$ cat config.mk
export PLATFORM = sky130hd
export DESIGN_NAME = ordered_list_append_delete_search_core_flat
export DESIGN_NICKNAME = d
export VERILOG_FILES = /design/src/hw/rtl/olads_pkg.sv /design/src/hw/rtl/olads_req_if.sv /design/src/hw/rtl/olads_rsp_if.sv /design/src/hw/rtl/olads_ctrl.sv /design/src/hw/rtl/olads_dp.sv /design/src/hw/rtl/ordered_list_append_delete_search_core.sv /design/src/flat_wrapper.sv
export SDC_FILE = /design/constraint.sdc
export NUM_CORES = 2
export LEC_CHECK = 0
export BUFFER_PORTS_ARGS = -buffer_cell sky130_fd_sc_hd__buf_4
export CORE_ASPECT_RATIO = 1.5
export CORE_UTILIZATION = 46
export CTS_CLUSTER_SIZE = 30
export DETAILED_ROUTE_END_ITERATION = 10
export PLACE_DENSITY = 0.65
export SYNTH_ARGS = -nofsm -noshare
export SYNTH_HDL_FRONTEND = slang
export SYNTH_SLANG_ARGS = --single-unit
$ cat constraint.sdc
create_clock -name clk -period 9 [get_ports clk]
set_clock_uncertainty 0.2 [all_clocks]
set_input_delay 1.35 -clock clk [delete_from_list [all_inputs] [get_ports clk]]
set_output_delay 1.35 -clock clk [all_outputs]
set_load 0.01 [all_outputs]
$ cat src/hw/rtl/olads_pkg.sv
// Package with the shared constants, codes and control structs of the ordered list core.
`default_nettype none

package olads_pkg;

	localparam int LIST_DEPTH = 64;
	localparam int IDX_W = $clog2(LIST_DEPTH);
	localparam int CNT_W = $clog2(LIST_DEPTH + 1);
	localparam int VAL_W = 32;
	localparam int POS_W = 8;
	localparam int FUNC_W = 2;
	localparam int STAT_W = 3;
	localparam int LEN_W = 7;
	localparam int CMP_W = ((CNT_W > POS_W) ? CNT_W : POS_W) + 1;

	typedef logic [FUNC_W-1:0] func_t;

	localparam func_t FN_APPEND = 2'd0;
	localparam func_t FN_DELETE = 2'd1;
	localparam func_t FN_SEARCH = 2'd2;

	typedef logic [STAT_W-1:0] status_t;

	localparam status_t ST_OK = 3'd0;
	localparam status_t ST_EMPTY = 3'd1;
	localparam status_t ST_POS_LOW = 3'd2;
	localparam status_t ST_POS_HIGH = 3'd3;
	localparam status_t ST_FULL = 3'd4;

	typedef struct packed {
		logic    ready;
		logic    cap;
		logic    app;
		logic    idx_pos;
		logic    idx_zero;
		logic    idx_inc;
		logic    rd_en;
		logic    rd_next;
		logic    wr_shift;
		logic    dec_cnt;
		logic    res_load;
		status_t res_status;
		logic    set_found;
		logic    emit;
	} cmd_t;

	typedef struct packed {
		logic  req_valid;
		func_t func;
		logic  cnt_zero;
		logic  full;
		logic  pos_zero;
		logic  pos_high;
		logic  last;
		logic  match;
		logic  out_free;
	} stat_t;

endpackage

`default_nettype wire

$ cat src/hw/rtl/olads_req_if.sv
// Request channel interface carrying one list operation per item.
`default_nettype none

interface olads_req_if;
	logic                valid;
	logic                ready;
	logic [1:0]          func;
	logic signed [31:0]  item_value;
	logic [7:0]          position;

	modport source (output valid, output func, output item_value, output position,
		input ready);
	modport sink (input valid, input func, input item_value, input position,
		output ready);
endinterface

`default_nettype wire

$ cat src/hw/rtl/olads_rsp_if.sv
// Response channel interface carrying one result per item.
`default_nettype none

interface olads_rsp_if;
	logic       valid;
	logic       ready;
	logic [2:0] status;
	logic       found;
	logic [6:0] list_length;

	modport source (output valid, output status, output found, output list_length,
		input ready);
	modport sink (input valid, input status, input found, input list_length,
		output ready);
endinterface

`default_nettype wire

$ cat src/hw/rtl/olads_ctrl.sv
// Controller state machine that sequences append, delete and search over the list memory.
`default_nettype none

module olads_ctrl (
	input  logic             clk,
	input  logic             arst_n,
	input  olads_pkg::stat_t st,
	output olads_pkg::cmd_t  cmd
);
	import olads_pkg::*;

	localparam logic [2:0] S_IDLE = 3'd0;
	localparam logic [2:0] S_DEC  = 3'd1;
	localparam logic [2:0] S_DRD  = 3'd2;
	localparam logic [2:0] S_DWR  = 3'd3;
	localparam logic [2:0] S_SRD  = 3'd4;
	localparam logic [2:0] S_SCMP = 3'd5;
	localparam logic [2:0] S_FIN  = 3'd6;

	logic [2:0] state_q;
	logic [2:0] state_nxt;

	always_ff @(posedge clk or negedge arst_n) begin
		if (!arst_n) begin
			state_q <= S_IDLE;
		end else begin
			state_q <= state_nxt;
		end
	end

	always_comb begin
		cmd = '0;
		cmd.res_status = ST_OK;
		state_nxt = state_q;
		unique case (state_q)
			S_IDLE: begin
				cmd.ready = 1'b1;
				if (st.req_valid) begin
					cmd.cap = 1'b1;
					state_nxt = S_DEC;
				end
			end
			S_DEC: begin
				cmd.res_load = 1'b1;
				unique case (st.func)
					FN_APPEND: begin
						if (st.full) begin
							cmd.res_status = ST_FULL;
						end else begin
							cmd.app = 1'b1;
						end
						state_nxt = S_FIN;
					end
					FN_DELETE: begin
						priority if (st.cnt_zero) begin
							cmd.res_status = ST_EMPTY;
							state_nxt = S_FIN;
						end else if (st.pos_zero) begin
							cmd.res_status = ST_POS_LOW;
							state_nxt = S_FIN;
						end else if (st.pos_high) begin
							cmd.res_status = ST_POS_HIGH;
							state_nxt = S_FIN;
						end else begin
							cmd.idx_pos = 1'b1;
							state_nxt = S_DRD;
						end
					end
					FN_SEARCH: begin
						cmd.idx_zero = 1'b1;
						state_nxt = st.cnt_zero ? S_FIN : S_SRD;
					end
					default: begin
						state_nxt = S_FIN;
					end
				endcase
			end
			S_DRD: begin
				if (st.last) begin
					cmd.dec_cnt = 1'b1;
					state_nxt = S_FIN;
				end else begin
					cmd.rd_en = 1'b1;
					cmd.rd_next = 1'b1;
					state_nxt = S_DWR;
				end
			end
			S_DWR: begin
				cmd.wr_shift = 1'b1;
				cmd.idx_inc = 1'b1;
				state_nxt = S_DRD;
			end
			S_SRD: begin
				cmd.rd_en = 1'b1;
				state_nxt = S_SCMP;
			end
			S_SCMP: begin
				priority if (st.match) begin
					cmd.set_found = 1'b1;
					state_nxt = S_FIN;
				end else if (st.last) begin
					state_nxt = S_FIN;
				end else begin
					cmd.idx_inc = 1'b1;
					state_nxt = S_SRD;
				end
			end
			S_FIN: begin
				if (st.out_free) begin
					cmd.emit = 1'b1;
					state_nxt = S_IDLE;
				end
			end
			default: begin
				state_nxt = S_IDLE;
			end
		endcase
	end

endmodule

`default_nettype wire

$ cat src/hw/rtl/olads_dp.sv
// Datapath with the list memory, entry count, index, result and output registers.
`default_nettype none

module olads_dp (
	input  logic             clk,
	input  logic             arst_n,
	olads_req_if.sink        req,
	olads_rsp_if.source      rsp,
	input  olads_pkg::cmd_t  cmd,
	output olads_pkg::stat_t st
);
	import olads_pkg::*;

	logic [VAL_W-1:0] mem [LIST_DEPTH];

	func_t            func_q;
	logic [VAL_W-1:0] val_q;
	logic [POS_W-1:0] pos_q;
	logic [CNT_W-1:0] cnt_q;
	logic [IDX_W-1:0] idx_q;
	logic [VAL_W-1:0] rd_q;
	status_t          res_status_q;
	logic             res_found_q;
	logic             rsp_valid_q;
	status_t          rsp_status_q;
	logic             rsp_found_q;
	logic [LEN_W-1:0] rsp_len_q;

	logic [CNT_W-1:0] idx_plus;
	logic [IDX_W-1:0] rd_addr;
	logic [IDX_W-1:0] wr_addr;
	logic [VAL_W-1:0] wr_data;

	assign idx_plus = CNT_W'(idx_q) + CNT_W'(1);
	assign rd_addr = cmd.rd_next ? idx_plus[IDX_W-1:0] : idx_q;
	assign wr_addr = cmd.app ? cnt_q[IDX_W-1:0] : idx_q;
	assign wr_data = cmd.app ? val_q : rd_q;

	assign req.ready = cmd.ready;

	assign st.req_valid = req.valid;
	assign st.func = func_q;
	assign st.cnt_zero = (cnt_q == '0);
	assign st.full = (cnt_q >= CNT_W'(LIST_DEPTH));
	assign st.pos_zero = (pos_q == '0);
	assign st.pos_high = (CMP_W'(pos_q) > CMP_W'(cnt_q));
	assign st.last = (idx_plus >= cnt_q);
	assign st.match = (rd_q == val_q);
	assign st.out_free = !rsp_valid_q || rsp.ready;

	always_ff @(posedge clk) begin
		if (cmd.cap) begin
			func_q <= req.func;
			val_q <= $unsigned(req.item_value);
			pos_q <= req.position;
		end
	end

	always_ff @(posedge clk) begin
		if (cmd.app || cmd.wr_shift) begin
			mem[wr_addr] <= wr_data;
		end
	end

	always_ff @(posedge clk) begin
		if (cmd.rd_en) begin
			rd_q <= mem[rd_addr];
		end
	end

	always_ff @(posedge clk or negedge arst_n) begin
		if (!arst_n) begin
			cnt_q <= '0;
		end else if (cmd.app) begin
			cnt_q <= cnt_q + CNT_W'(1);
		end else if (cmd.dec_cnt) begin
			cnt_q <= cnt_q - CNT_W'(1);
		end
	end

	always_ff @(posedge clk) begin
		if (cmd.idx_pos) begin
			idx_q <= IDX_W'(pos_q - POS_W'(1));
		end else if (cmd.idx_zero) begin
			idx_q <= '0;
		end else if (cmd.idx_inc) begin
			idx_q <= idx_plus[IDX_W-1:0];
		end
	end

	always_ff @(posedge clk) begin
		if (cmd.res_load) begin
			res_status_q <= cmd.res_status;
			res_found_q <= 1'b0;
		end else if (cmd.set_found) begin
			res_found_q <= 1'b1;
		end
	end

	always_ff @(posedge clk or negedge arst_n) begin
		if (!arst_n) begin
			rsp_valid_q <= 1'b0;
		end else if (cmd.emit) begin
			rsp_valid_q <= 1'b1;
		end else if (rsp.ready) begin
			rsp_valid_q <= 1'b0;
		end
	end

	always_ff @(posedge clk) begin
		if (cmd.emit) begin
			rsp_status_q <= res_status_q;
			rsp_found_q <= res_found_q;
			rsp_len_q <= LEN_W'(cnt_q);
		end
	end

	assign rsp.valid = rsp_valid_q;
	assign rsp.status = rsp_status_q;
	assign rsp.found = rsp_found_q;
	assign rsp.list_length = rsp_len_q;

endmodule

`default_nettype wire

$ cat src/hw/rtl/ordered_list_append_delete_search_core.sv
// Top level of the ordered list core with append, delete and search operations.
// Append, refused delete and unused codes go from decode straight to the finish state.
// A search compares the entries in order from the first and stops at the first match or last entry.
// A delete at position p moves each entry after p down by one place (one read, one write per entry).
// One item is in work at a time; the next is accepted once the result sits in the output register.
// Reset clears the entry count and the output valid; list entries are not cleared.
`default_nettype none

module ordered_list_append_delete_search_core (
	input  logic        clk,
	input  logic        arst_n,
	olads_req_if.sink   req,
	olads_rsp_if.source rsp
);
	import olads_pkg::*;

	cmd_t  cmd;
	stat_t st;

	olads_ctrl u_ctrl (
		.clk    (clk),
		.arst_n (arst_n),
		.st     (st),
		.cmd    (cmd)
	);

	olads_dp u_dp (
		.clk    (clk),
		.arst_n (arst_n),
		.req    (req),
		.rsp    (rsp),
		.cmd    (cmd),
		.st     (st)
	);

endmodule

`default_nettype wire

$ cat src/flat_wrapper.sv
// flat-port wrapper written by rule: the top's interface ports become plain ports
module ordered_list_append_delete_search_core_flat import olads_pkg::*;
  (clk, arst_n, req_valid, req_func, req_item_value, req_position, req_ready, rsp_valid, rsp_status, rsp_found, rsp_list_length, rsp_ready);
  olads_req_if req_i ();
  olads_rsp_if rsp_i ();
  input  logic clk;
  input  logic arst_n;
  input wire logic [$bits(req_i.valid)-1:0] req_valid;
  input wire logic [$bits(req_i.func)-1:0] req_func;
  input wire logic [$bits(req_i.item_value)-1:0] req_item_value;
  input wire logic [$bits(req_i.position)-1:0] req_position;
  output wire logic [$bits(req_i.ready)-1:0] req_ready;
  output wire logic [$bits(rsp_i.valid)-1:0] rsp_valid;
  output wire logic [$bits(rsp_i.status)-1:0] rsp_status;
  output wire logic [$bits(rsp_i.found)-1:0] rsp_found;
  output wire logic [$bits(rsp_i.list_length)-1:0] rsp_list_length;
  input wire logic [$bits(rsp_i.ready)-1:0] rsp_ready;
  assign req_i.valid = req_valid;
  assign req_i.func = req_func;
  assign req_i.item_value = req_item_value;
  assign req_i.position = req_position;
  assign req_ready = req_i.ready;
  assign rsp_valid = rsp_i.valid;
  assign rsp_status = rsp_i.status;
  assign rsp_found = rsp_i.found;
  assign rsp_list_length = rsp_i.list_length;
  assign rsp_i.ready = rsp_ready;
  ordered_list_append_delete_search_core u_core (.clk(clk), .arst_n(arst_n), .req(req_i), .rsp(rsp_i));
endmodule
[After elaboration in Yosys (flattened, before gate mapping)]
Memories as Yosys holds them, arrays and structs flattened. A register that Yosys moved wholly into a read port is not among the register bits.
Index checks and enable logic that the tools add are counted.
Word-level totals
  memories kept: 1
  RAM bits: 2048
  latch bits: 0
  bits in read-only memories: 0
  bits in registers: 74
Cells by class
  bitwise operators: 0
  $lt $le $gt $ge: 3
  shift operators: 0
  divide/modulo/power cells: 0
  add/subtract/negate cells: 4
  eq/ne operators: 11
  reductions and logical operators: 11
  muxes and demuxes: 52
  multipliers: 0
Memory list
  u_core.u_dp.mem: depth 64, width 32, rd ports 1, clocked after memory_dff 1, wr ports 1, line olads_dp.sv:14  | logic [VAL_W-1:0] mem [LIST_DEPTH];
Operators by type and width (count)
  $eq A32 B32 Y1: 1
  $mux W32: 1
  $mux W6: 5
  $mux W3: 9
  $mux W1: 22
  $pmux W3 S7: 1
  $mux W2: 7
  $mux W7: 2
  $pmux W3 S2: 2
  $eq A3 B3 Y1 const B: 3
  $gt A8 B7 Y1: 1
  $logic_not A8 Y1: 1
  $add A6 B1 Y7 const B: 1
  $add A7 B1 Y7 const B: 1
  $ge A7 B7 Y1: 1
  $ge A7 B7 Y1 const B: 1
  $logic_not A7 Y1: 1
  $sub A7 B1 Y7 const B: 1
  $eq A3 B2 Y1 const B: 2
  $sub A6 B1 Y6 const B: 1
  $mux W4: 1
  $pmux W1 S2: 2
  $reduce_bool A2 Y1: 2
  $eq A3 B1 Y1 const B: 1
  10 further kinds: 11

[Longest topological paths before layout]
  depth after elaboration: 9
  depth in mapped cells: 18
  gate-level depth less buffers: 13

[Hierarchy]
Synthesis repeated with hierarchy kept, for this count alone.
Unflattened totals
  cell total of the unflattened synthesis: 6977
  area, all modules: 100287.4 sq um
Modules (own cells, without submodules)
  olads_dp: area an instance 99895.8 sq um, cells an instance 6925, times used 1, seq. area each 64541.9 sq um
  olads_ctrl: area an instance 391.6 sq um, cells an instance 52, times used 1, seq. area each 75.1 sq um

[Worst setup path after synthesis]
Ideal clock, no wire load.
  kind: flip-flop to flip-flop
  start point: register u_core.u_dp.idx_q[2]
  end point: register u_core.u_dp.rd_q[0], read port of u_core.u_dp.mem (enable)
  clock period less this slack: 4701 ps
  arrival time: 4069 ps
  cell stages (with the launch flop): 11
  path slack: 4299 ps
  buffers on the path: 2
  setup time: 432 ps
  path through: edfxtp_1 > buf_1 > clkbuf_1 > nand3_1 > xnor2_1 > ha_1 > a21oi_1 > o21ai_0 > a21oi_1 > nand2_1 > a21oi_1
RTL lines
  start, declared: line olads_dp.sv:20  | logic [IDX_W-1:0] idx_q;
  start signal, assigned: line olads_dp.sv:83  | idx_q <= IDX_W'(pos_q - POS_W'(1));
  start signal, assigned: line olads_dp.sv:87  | idx_q <= idx_plus[IDX_W-1:0];
  end, declared: line olads_dp.sv:21  | logic [VAL_W-1:0] rd_q;

[Worst setup path in the final report]
  start point: register u_core.u_dp.idx_q[5]
  end point: register u_core.u_dp.rd_q[1], read port of u_core.u_dp.mem, data pin
On the way
  cells in the longest elaborated chain, start to end: 5
  elaborated cells between the ends (all ways): 6
Ends and longest elaborated chain
  $add A6 B1 Y7: line olads_dp.sv:34  | assign idx_plus = CNT_W'(idx_q) + CNT_W'(1);
  $ge A7 B7 Y1: line olads_dp.sv:47  | assign st.last = (idx_plus >= cnt_q);
  $mux W2: line olads_ctrl.sv:79  | if (st.last) begin
  $mux W1: line olads_ctrl.sv:35  | unique case (state_q)
  $mux W6: line olads_dp.sv:35  | assign rd_addr = cmd.rd_next ? idx_plus[IDX_W-1:0] : idx_q;
Several ways; a longest one is shown, not always the timed one.
A chain may end at the register's enable or synchronous reset.

==> out/results.ini <==
[status]
status=complete, but fails checks
violations=max-capacitance violations

[timing]
holdWs_ps=164.0
slew_headroom_pct=0.1855
final-hold-violation-count=0
setup_tns_ps=0
maxSlewViolCount=0
fmax_mhz=144.5
setup_ws_ps=2081
finalSetupViolCount=0
min_period_over_period_pct=76.88
min_period_ps=6919
worstMarginPinSlew_ps=1496
rsz0062_at_grt=no

[clocking]
cts_tree=yes
cts_root_buf=clkbuf_16
cts_buffer_depth=4
cts_resized=0
cts_setup_buffers=0
clkTransAtPathRegs_ps=70
h-tree-depth=4
cts_sinks=2154
cts_hold_buffers=0
clock_latency_ps=850
cts_made_buffers=191

[critical_path]
cp.arrival_ps=7420
crit_start=u_core.u_dp.idx_q[5]
path_class=reg -> reg
reg2reg_slack_ps=2080
end_kind=flop
startpoint_type=flop
worst-path-max-fanout=20
worstRegToRegCells=12
timing.rr.end=u_core.u_dp.rd_q[1]
worstPathRequired_ps=9500
r2r-start=u_core.u_dp.idx_q[5]

[yosys]
synthTopCellsByArea=edfxtp_1 71%, o221ai_1 6.6%, nand2_1 3.6%
synth_seq_cells=2154
yosysUniqueCellTypes=86
async_flop_share_pct=0.5107
synth_top_family_by_area=compound AO/OA/AOI/OAI gates
syn-num-nets=6569
synth_compound_area_share_pct=15.07
seq_area_frac_synth_pct=71.35
synth_ff_type=edfxtp_1
synth-simple-area-share_pct=7.908
synth_adder_area_share_pct=0.3675
ys_warn_count=0
synth_mux_area_share_pct=2.066
synthXorXnorAreaFrac_pct=0.5775
synth_cells=6497
synth.top_cell.area_share_pct=71.03
syn_area_um2=90560
synth_area_leader_cell=edfxtp_1
avgSynthCellArea_um2=13.94
synth_edf_count=2142

[floorplanning]
core_area_um2=195700
die_area_um2=198700
row_count=199
start_util_pct=46.27
boundaryPins=59
fp.dieW_um=364.3
fp.dieH_um=545.4

[detailed_routing]
postRouteAntennaNets=0
viasPerCell=7.101
detail_route.wl_per_cell_um=35.80
drcViolationCount=0
wl_mm=327.2
num_vias=64905
drt-initial-drc-count=10816
first_pass_iters=8

[finish]
final_common_cell=edfxtp_1
fin_nets=6448
final_cell_mix=2142 x edfxtp_1, 838 x nand2_1, 685 x o221ai_1
post-route-util_pct=51.22
fin_cells=9140
area_growth_pct=10.69
final_layout_size_suffix_gt1_share_pct=10.21

[grt]
grt_max_degree=177
grt.total_usage_pct=32.18
use_met1_pct=38.72
grt_pass1_wl_mm=453.4
grt_antenna_before_repair=16
grt_util_met3_pct=6.310
busiest_layer=met2
grt_overflow_total=0
grt_use_met2_pct=50.56
grt_pass1_vias=60812

[pwr]
share_comb_of_total_power_pct=40.0
vdd_drop_max_mv=0.3471
swShare_pct=40.85
p_int_uw=21020
sequentialPowerShare_pct=37.4
power.switching_uw=14520
clkPwrFrac_pct=22.6
powerDensity_nw_per_um2=354.5
power_leakage_uw=0.03120

[run]
cap_violations=1

[place]
place_inst=8796
dp_hpwl_mm=182.8
place_ws_ps=2431
place_congestion=0.9464
port_buffers=58

[hold_path]
hp-class=in -> async

critical path: stages (launching register included):
cell	delay, ps
edfxtp_1	940
clkinv_1	590
nor3_1	320
ha_1	290
a21oi_1	380
o211ai_4	180
a211oi_4	530
mux2i_1	960
inv_2	230
nor2_2	1190
nand3_1	490
nand4_1	360
or4_1	140
per-layer routing:
layer | wire length [um] | share of wire, %
met5 | 196 | 0.060
met4 | 31090 | 9.5
met3 | 36440 | 11
met2 | 152000 | 46
met1 | 107400 | 33
final cells by class:
type	count	area [um2]
Antenna cell	7	17.52
Clock buffer	236	4991
Clock inverter	101	903.4
Fill cell	16250	95460
Inverter	23	93.84
Multi-Input combinational cell	3762	24270
Sequential cell	2154	64620
Tap cell	2613	3269
Timing Repair Buffer	244	2082
cells in the mapped netlist (93+ instances only):
library cell  instances
a22oi_1             206
o21ai_0             342
nor2_1              111
nand2_1             874
nand3_1             467
buf_2               136
clkbuf_1            317
mux2i_1             161
o221ai_1            685
o22ai_1             312
edfxtp_1           2142
buf_1                93
registers in the layout, indices dropped and copies added, names as in the netlist, 6 cells and up:
register,cells
u_core.u_dp.cnt_q,7
u_core.u_dp.idx_q,6
u_core.u_dp.mem,2048
u_core.u_dp.pos_q,8
u_core.u_dp.rd_q,32
u_core.u_dp.rsp.list_length,7
u_core.u_dp.val_q,32
cells by family (layout without fill, tap and decap cells):
group | count (synthesis) | count (layout)
flip-flops | 2154 | 2154
AO/OA/AOI/OAI | 1878 | 1878
AND/OR/NAND/NOR | 1625 | 1625
buffers and inverters | 581 | 604
multiplexers | 178 | 178
XOR/XNOR | 55 | 55
adder cells (fa/ha/maj) | 26 | 26
other | 0 | 7
power groups by stage:
stage          sequential (uW)  combinational (uW)  clock (uW)
2_1_floorplan            13200                8710           0
3_3_place_gp             13400               13400           0
3_5_place_dp             13500               13800           0
4_1_cts                  13200               13800        8050
5_1_grt                  13300               14800        8370
6_report                 13300               14200        8050
metrics by stage:
stage                     cell area (um2)  power [uW]
after floorplan                     90560       21950
after global placement              94330       26890
after detailed placement            94330       27200
after CTS                          100200       35070
after global routing               100200       36450
final                              100200       35540
worst max path at each step:
stage	to
after floorplan	u_core.u_dp.rd_q[0]
after global placement	u_core.u_dp.rd_q[1]
after detailed placement	u_core.u_dp.rd_q[1]
after CTS	u_core.u_dp.rd_q[1]
after global routing	u_core.u_dp.rd_q[1]
final	u_core.u_dp.rd_q[1]
Note: power is estimated with default switching activity, not from simulation.
